--- src/rtl/assert_macros.svh ---
// Assertion macros included by the longest common substring top level.
`ifndef ASSERT_MACROS_SVH
`define ASSERT_MACROS_SVH

// Property holds at every rising edge of clk_i outside reset.
`define ASSERT_CLK(label, prop, msg) \
  label: assert property (@(posedge clk_i) disable iff (!rst_ni) (prop)) else $error(msg);

// Condition never holds at a rising edge of clk_i outside reset.
`define ASSERT_NEVER(label, cond, msg) \
  label: assert property (@(posedge clk_i) disable iff (!rst_ni) !(cond)) else $error(msg);

`endif

--- src/rtl/lcs_pkg.sv ---
// Package with request and result types for the longest common substring block.
`default_nettype none

package lcs_pkg;

  localparam int MaxLenDefault = 32;

  typedef struct packed {
    logic       mode;
    logic       has_char;
    logic [7:0] char_code;
    logic       last;
  } lcs_req_t;

  typedef struct packed {
    logic [5:0] match_length;
    logic [4:0] start_first;
    logic [4:0] start_second;
    logic       overflow;
  } lcs_res_t;

endpackage

`default_nettype wire

--- src/rtl/lcs_ram.sv ---
// Generic single-write, single-read RAM with registered read data.
`default_nettype none

module lcs_ram #(
  parameter int Width = 8,
  parameter int Depth = 32
) (
  input  wire logic                     clk_i,
  input  wire logic                     we_i,
  input  wire logic [$clog2(Depth)-1:0] waddr_i,
  input  wire logic [Width-1:0]         wdata_i,
  input  wire logic [$clog2(Depth)-1:0] raddr_i,
  output logic      [Width-1:0]         rdata_o
);

  logic [Width-1:0] mem_q [Depth];
  logic [Width-1:0] rdata_q;

  always_ff @(posedge clk_i) begin
    if (we_i) begin
      mem_q[waddr_i] <= wdata_i;
    end
    rdata_q <= mem_q[raddr_i];
  end

  assign rdata_o = rdata_q;

endmodule

`default_nettype wire

--- src/rtl/longest_common_substring.sv ---
// Top level of the longest common substring block: string buffers and diagonal scan sequencer.
// Send the first string as mode 0 requests and the second as mode 1 requests, one character
// each; a request with has_char low stores nothing and sends an empty string. Every request but
// the final one of the second string is taken with busy staying low. The final
// request starts a scan over all F*S character pairs (F, S = stored lengths), diagonal by
// diagonal, one pair per cycle through the single read port of each string buffer and one
// shared compare unit; busy stays high through the scan and the drain state, and the result
// appears on res_o with done_o high for exactly one cycle as busy falls. The receiver cannot
// stall: capture res_o whenever done_o is high. Characters beyond MaxLen per string are
// dropped and reported in the overflow field. After the result both strings are empty again.
`default_nettype none

module longest_common_substring #(
  parameter int MaxLen = lcs_pkg::MaxLenDefault
) (
  input  wire logic             clk_i,
  input  wire logic             rst_ni,
  input  wire logic             start,
  output logic                  busy,
  input  wire lcs_pkg::lcs_req_t req_i,
  output lcs_pkg::lcs_res_t     res_o,
  output logic                  done_o
);

  import lcs_pkg::*;

  `include "assert_macros.svh"

  localparam int AW = $clog2(MaxLen);
  localparam int LW = $clog2(MaxLen + 1);

  localparam logic [1:0] ST_IDLE  = 2'd0;
  localparam logic [1:0] ST_SCAN  = 2'd1;
  localparam logic [1:0] ST_DRAIN = 2'd2;

  localparam logic [LW-1:0] LenMax = LW'(MaxLen);
  localparam logic [LW-1:0] One    = LW'(1);

  logic [1:0]    state_q, state_d;
  logic [LW-1:0] first_len_q, first_len_d;
  logic [LW-1:0] second_len_q, second_len_d;
  logic          ovf_q, ovf_d;
  logic [LW-1:0] gi_q, gi_d, gj_q, gj_d;
  logic [LW-1:0] di_q, di_d, dj_q, dj_d;
  logic          gnew_q, gnew_d;
  logic          p_valid_q, p_valid_d;
  logic          p_new_q;
  logic [LW-1:0] p_i_q, p_j_q;
  logic [LW-1:0] cur_q, cur_d;
  logic [LW-1:0] best_q, best_d, bi_q, bi_d, bj_q, bj_d;
  logic          done_q, done_d;
  lcs_res_t      res_q, res_d;

  logic          accept;
  logic          we_first, we_second;
  logic [7:0]    rd_first, rd_second;
  logic          gen_ok, step_on, more;
  logic [LW-1:0] ni, nj, nsi, nsj;
  logic [LW-1:0] run, csi, csj;
  logic          better;

  assign busy   = (state_q != ST_IDLE);
  assign accept = start && !busy;

  assign we_first  = accept && !req_i.mode && req_i.has_char && (first_len_q != LenMax);
  assign we_second = accept && req_i.mode && req_i.has_char && (second_len_q != LenMax);

  lcs_ram #(
    .Width(8),
    .Depth(MaxLen)
  ) u_first_ram (
    .clk_i  (clk_i),
    .we_i   (we_first),
    .waddr_i(first_len_q[AW-1:0]),
    .wdata_i(req_i.char_code),
    .raddr_i(gi_q[AW-1:0]),
    .rdata_o(rd_first)
  );

  lcs_ram #(
    .Width(8),
    .Depth(MaxLen)
  ) u_second_ram (
    .clk_i  (clk_i),
    .we_i   (we_second),
    .waddr_i(second_len_q[AW-1:0]),
    .wdata_i(req_i.char_code),
    .raddr_i(gj_q[AW-1:0]),
    .rdata_o(rd_second)
  );

  // Scan address generation.
  always_comb begin
    gen_ok  = (first_len_q != '0) && (second_len_q != '0);
    ni      = gi_q + One;
    nj      = gj_q + One;
    step_on = (ni < first_len_q) && (nj < second_len_q);
    if ((di_q == '0) && ((dj_q + One) < second_len_q)) begin
      nsi = '0;
      nsj = dj_q + One;
    end else if (di_q == '0) begin
      nsi = One;
      nsj = '0;
    end else begin
      nsi = di_q + One;
      nsj = '0;
    end
    more = (nsi < first_len_q);
  end

  // Shared compare unit.
  always_comb begin
    if (rd_first == rd_second) begin
      run = p_new_q ? One : (cur_q + One);
    end else begin
      run = '0;
    end
    csi    = p_i_q + One - run;
    csj    = p_j_q + One - run;
    better = (run > best_q) ||
             ((run == best_q) && (run != '0) &&
              ((csi < bi_q) || ((csi == bi_q) && (csj < bj_q))));
  end

  always_comb begin
    state_d      = state_q;
    first_len_d  = first_len_q;
    second_len_d = second_len_q;
    ovf_d        = ovf_q;
    gi_d         = gi_q;
    gj_d         = gj_q;
    di_d         = di_q;
    dj_d         = dj_q;
    gnew_d       = gnew_q;
    p_valid_d    = 1'b0;
    cur_d        = cur_q;
    best_d       = best_q;
    bi_d         = bi_q;
    bj_d         = bj_q;
    done_d       = 1'b0;
    res_d        = res_q;

    if (p_valid_q) begin
      cur_d = run;
      if (better) begin
        best_d = run;
        bi_d   = csi;
        bj_d   = csj;
      end
    end

    case (state_q)
      ST_IDLE: begin
        if (accept) begin
          if (req_i.has_char) begin
            if (!req_i.mode) begin
              if (first_len_q != LenMax) begin
                first_len_d = first_len_q + One;
              end else begin
                ovf_d = 1'b1;
              end
            end else begin
              if (second_len_q != LenMax) begin
                second_len_d = second_len_q + One;
              end else begin
                ovf_d = 1'b1;
              end
            end
          end
          if (req_i.mode && req_i.last) begin
            state_d = ST_SCAN;
            gi_d    = '0;
            gj_d    = '0;
            di_d    = '0;
            dj_d    = '0;
            gnew_d  = 1'b1;
            cur_d   = '0;
            best_d  = '0;
            bi_d    = '0;
            bj_d    = '0;
          end
        end
      end
      ST_SCAN: begin
        if (!gen_ok) begin
          state_d = ST_DRAIN;
        end else begin
          p_valid_d = 1'b1;
          if (step_on) begin
            gi_d   = ni;
            gj_d   = nj;
            gnew_d = 1'b0;
          end else if (more) begin
            di_d   = nsi;
            dj_d   = nsj;
            gi_d   = nsi;
            gj_d   = nsj;
            gnew_d = 1'b1;
          end else begin
            state_d = ST_DRAIN;
          end
        end
      end
      ST_DRAIN: begin
        res_d.match_length = 6'(best_d);
        res_d.start_first  = 5'(bi_d);
        res_d.start_second = 5'(bj_d);
        res_d.overflow     = ovf_q;
        done_d             = 1'b1;
        first_len_d        = '0;
        second_len_d       = '0;
        ovf_d              = 1'b0;
        state_d            = ST_IDLE;
      end
      default: begin
        state_d = ST_IDLE;
      end
    endcase
  end

  always_ff @(posedge clk_i or negedge rst_ni) begin
    if (!rst_ni) begin
      state_q      <= ST_IDLE;
      first_len_q  <= '0;
      second_len_q <= '0;
      ovf_q        <= 1'b0;
      p_valid_q    <= 1'b0;
      done_q       <= 1'b0;
    end else begin
      state_q      <= state_d;
      first_len_q  <= first_len_d;
      second_len_q <= second_len_d;
      ovf_q        <= ovf_d;
      p_valid_q    <= p_valid_d;
      done_q       <= done_d;
    end
  end

  always_ff @(posedge clk_i) begin
    gi_q    <= gi_d;
    gj_q    <= gj_d;
    di_q    <= di_d;
    dj_q    <= dj_d;
    gnew_q  <= gnew_d;
    p_new_q <= gnew_q;
    p_i_q   <= gi_q;
    p_j_q   <= gj_q;
    cur_q   <= cur_d;
    best_q  <= best_d;
    bi_q    <= bi_d;
    bj_q    <= bj_d;
    res_q   <= res_d;
  end

  assign res_o  = res_q;
  assign done_o = done_q;

  `ASSERT_CLK(a_final_req_busy, (accept && req_i.mode && req_i.last) |=> busy, "final request did not start scan")
  `ASSERT_CLK(a_single_result, done_o |=> !done_o, "result strobe longer than one cycle")
  `ASSERT_NEVER(a_first_len_range, first_len_q > LenMax, "first string length beyond buffer")
  `ASSERT_CLK(a_cell_in_scan, p_valid_q |-> ((state_q == ST_SCAN) || (state_q == ST_DRAIN)), "compare outside scan")

endmodule

`default_nettype wire

--- config.mk ---
export PLATFORM = sky130hd
export DESIGN_NAME = longest_common_substring
export DESIGN_NICKNAME = d
export VERILOG_FILES = /design/src/rtl/lcs_pkg.sv /design/src/rtl/lcs_ram.sv /design/src/rtl/longest_common_substring.sv
export VERILOG_INCLUDE_DIRS = /design/src /design/src/rtl
export SDC_FILE = /design/constraint.sdc
export NUM_CORES = 1
export LEC_CHECK = 0
export BUFFER_PORTS_ARGS = -buffer_cell sky130_fd_sc_hd__clkbuf_2
export CORE_MARGIN = 4
export CORE_UTILIZATION = 35
export DETAILED_ROUTE_END_ITERATION = 12
export PLACE_DENSITY = 0.56
export SLEW_MARGIN = 10
export SYNTH_ARGS = -nofsm -noshare
export SYNTH_HDL_FRONTEND = slang
export SYNTH_SLANG_ARGS = --single-unit
--- constraint.sdc ---
create_clock -name clk_i -period 6.4 [get_ports clk_i]
set_input_delay 0.64 -clock clk_i [delete_from_list [all_inputs] [get_ports clk_i]]
set_output_delay 0.64 -clock clk_i [all_outputs]
set_load 0.01 [all_outputs]
==> results.json <==
{
  "clk_path_buf_depth": 3,
  "drt.antenna.violating_nets": 0,
  "drive_gt1_share_pct": 15.55,
  "use_met3_pct": 2.688,
  "final_cell_mix": "edfxtp_1, nor2_1, mux2i_1",
  "routabilityCongestion": 0.8053,
  "hold_path_depth": 0,
  "grt_pass1_wl_um": 89000,
  "post-dp-hpwl_um": 36080,
  "netlist_instances": 1589,
  "setup_tns_ns": 0,
  "viasPerCell": 5.272,
  "path_max_fanout": 18,
  "critPathRequiredTime_ns": 6.75,
  "tightest_slew_ns": 1.229,
  "setup_slack_ns": 0.9014,
  "synth_top_flop_cell": "edfxtp_1",
  "slew_headroom_pct": 18.09,
  "gr-total-overflow": 0,
  "async_flop_share_pct": 2.724,
  "worstSetupPathType": "reg -> reg",
  "wl_per_cell_um": 22.17,
  "antenna_found_initial": 0,
  "holdPathEnd": "p_new_q",
  "reg2reg_slack_ns": 0.90,
  "cts_made_buffers": 68,
  "yosysWarnings": 0,
  "cp-start-kind": "flop",
  "power.density_nw_per_um2": 340.5,
  "synth_cell_type_count": 67,
  "p_leak_uw": 0.009882,
  "holdCritStartpoint": "gnew_q",
  "dp_cells": 2529,
  "ys_ff_latch": 624,
  "layout_worst_path_cycle_share_pct": 85.92,
  "ys_seq_area_share_pct": 69.66,
  "finalSetupViolCount": 0,
  "area.growth.synth_to_final_pct": 12.53,
  "clockRootBuffer": "clkbuf_16",
  "rsz0062_at_grt": "no",
  "cap_viol_max_count": 0,
  "cts_max_level": 3,
  "n_antenna_cell": 0,
  "final_net_count": 1726,
  "coreArea_sq_um": 73330,
  "drc": 0,
  "grt_pass1_vias": 14251,
  "die_w_um": 280.6,
  "syn_area_per_cell_sq_um": 16.37,
  "pre_cts_ws_ns": 0.9561,
  "layout_commonest_cell": "edfxtp_1",
  "synth_edf_count": 554,
  "io_buffers": 32,
  "cts_resized": 0,
  "num_rows": 99,
  "max_freq_ghz": 0.1819,
  "routed_wl_um": 58760,
  "syn_area_sq_um": 26020,
  "multi_input_area_sq_um": 7311,
  "r2r_start": "u_second_ram.rdata_o[3]",
  "fin_util_pct": 39.92,
  "use_met2_pct": 23.50,
  "rr_worst_depth": 18,
  "r2r-end": "res_o[12]",
  "cts.sink_count": 624,
  "track_usage_pct": 14.96,
  "hold_viol_final": 0,
  "die_area_sq_um": 78760,
  "seqCellArea_sq_um": 18120,
  "worstPathArrival_ns": 5.84,
  "fill_cells": 6618,
  "drt_iter0_markers": 995,
  "grt_max_degree": 91,
  "status": "finished, final reports clean",
  "drtPass1Iterations": 5,
  "fin_crit_ns": 5.499,
  "final-instance-count-excl-fill": 2650,
  "drv_slew": 0,
  "ios": 33,
  "end_kind": "flop",
  "cts_tree": "built",
  "fin_skew_ns": 0.02088,
  "clk_latency_ns": 0.60,
  "min_path_type": "reg -> reg",
  "busiest_layer": "met2",
  "max-vdd-ir-drop_v": 0.0001665,
  "die_h_um": 280.6,
  "syn_nets": 1674,
  "start_util_pct": 35.48,
  "met1_usage_pct": 21.01,
  "vias": 13971,
  "clk_transition_reported_paths_ns": 0.06
}
-- worst max-delay path by stage --
stage	from	slack [ns]	endpoint
global placement	u_second_ram.rdata_o[3]	1.05	res_o[12]
detailed placement	u_second_ram.rdata_o[3]	0.96	res_o[12]
CTS	u_second_ram.rdata_o[3]	0.94	res_o[12]
floorplan	u_second_ram.rdata_o[3]	1.85	res_o[12]
finish	u_second_ram.rdata_o[3]	0.90	res_o[12]
global route	u_second_ram.rdata_o[3]	0.60	res_o[12]
-- state kept, by name, indices dropped and copies added (netlist names), 2 cells and up --
| name | flops |
|---|---|
| first_len_q | 6 |
| gi_q | 6 |
| bi_q | 6 |
| u_first_ram.rdata_o | 8 |
| di_q | 6 |
| u_first_ram.mem_q | 256 |
| u_second_ram.rdata_o | 8 |
| cur_q | 6 |
| second_len_q | 6 |
| p_i_q | 6 |
| state_q | 2 |
| dj_q | 6 |
| best_q | 6 |
| p_j_q | 6 |
| gj_q | 6 |
| res_o | 17 |
| u_second_ram.mem_q | 256 |
| bj_q | 6 |
-- layer usage --
metal	wire length [um]	vias to the layer above
li1	-	6329
met1	26340	7169
met2	27530	385
met3	3262	88
met4	1620	0
met5	0	-
-- report_power, final --
group	switching [uW]	total, uW	leakage, uW	internal, uW
Sequential	143	4780	0.00566	4640
Clock	1580	3670	0.00101	2100
Combinational	931	1520	0.00321	587
-- synth_stat cells (3+ instances only) --
master | instances | share of area (%)
a211o_1 | 3 | 0.10
a211oi_1 | 15 | 0.43
a21o_1 | 17 | 0.49
a21oi_1 | 41 | 0.79
a31oi_1 | 5 | 0.12
and3_1 | 4 | 0.096
buf_2 | 11 | 0.21
buf_4 | 14 | 0.40
clkbuf_1 | 43 | 0.62
dfrtp_1 | 17 | 1.6
dfxtp_1 | 53 | 4.1
edfxtp_1 | 554 | 64
ha_1 | 69 | 3.3
inv_1 | 55 | 0.79
mux2_2 | 8 | 0.35
mux2i_1 | 110 | 4.2
mux4_2 | 80 | 6.9
nand2_1 | 70 | 1.0
nand2b_1 | 8 | 0.19
nand3_1 | 36 | 0.69
nand3_2 | 10 | 0.38
nand4_1 | 8 | 0.19
nor2_1 | 125 | 1.8
nor2b_1 | 14 | 0.34
nor3_1 | 5 | 0.096
o21ai_0 | 32 | 0.62
o221ai_1 | 63 | 2.1
o22ai_1 | 17 | 0.41
or2_2 | 5 | 0.12
or3_1 | 3 | 0.072
xnor2_1 | 25 | 0.84
xor2_1 | 22 | 0.74
-- metrics by stage --
stage | area (sq um) | power (uW) | hold WS [ns]
final | 29280 | 9970 | 0.3476
after global routing | 29280 | 10410 | 0.3722
after CTS | 29280 | 10070 | 0.3558
after detailed placement | 27180 | 6393 | 0.3314
after global placement | 27180 | 6364 | 0.3464
after floorplan | 26020 | 5887 | 0.3233
-- critical path, stage by stage (launching register included) --
cell       delay (ns)
dfxtp_1          0.31
xor2_1           0.16
nor4_2           0.49
nand3b_1         0.26
nor2_1           0.33
inv_1            0.12
ha_1             0.33
fa_1             0.41
a21o_1           0.18
a21oi_1          0.18
xnor2_1          0.15
xnor2_1          0.11
ha_1             0.33
nand4_1          0.13
a2111oi_2        0.36
o21ai_1          0.16
a221o_1          0.73
nand2_4          0.21
mux2_4           0.30
-- repair_timing --
action	4_1_cts	5_1_grt
hold buffers	1	0
setup buffers	0	0
endpoints found under the hold margin	7	0
-- final cells by class --
class,instances,share of cell area (%)
repair buffers,55,1.188
clock buffers,91,6.210
flip-flops and latches,624,61.90
well taps,959,4.099
inverters,57,0.7308
clock inverters,29,0.8975
multi-input cells,835,24.97
-- cells by family (layout without fill, tap and decap cells) --
kind of cell / count (synthesis) / count (layout) / share of synthesized area (%)
xor gates and xnor gates: 47 / 47 / 1.582
adders and majority gates: 71 / 71 / 3.472
muxes: 200 / 200 / 11.62
AOI/OAI and AO/OA: 217 / 217 / 6.007
buffers and inverters: 130 / 232 / 2.251
and+or+nand+nor: 300 / 300 / 5.411
DFF: 624 / 624 / 69.66
(Power assumes the default switching activity.)
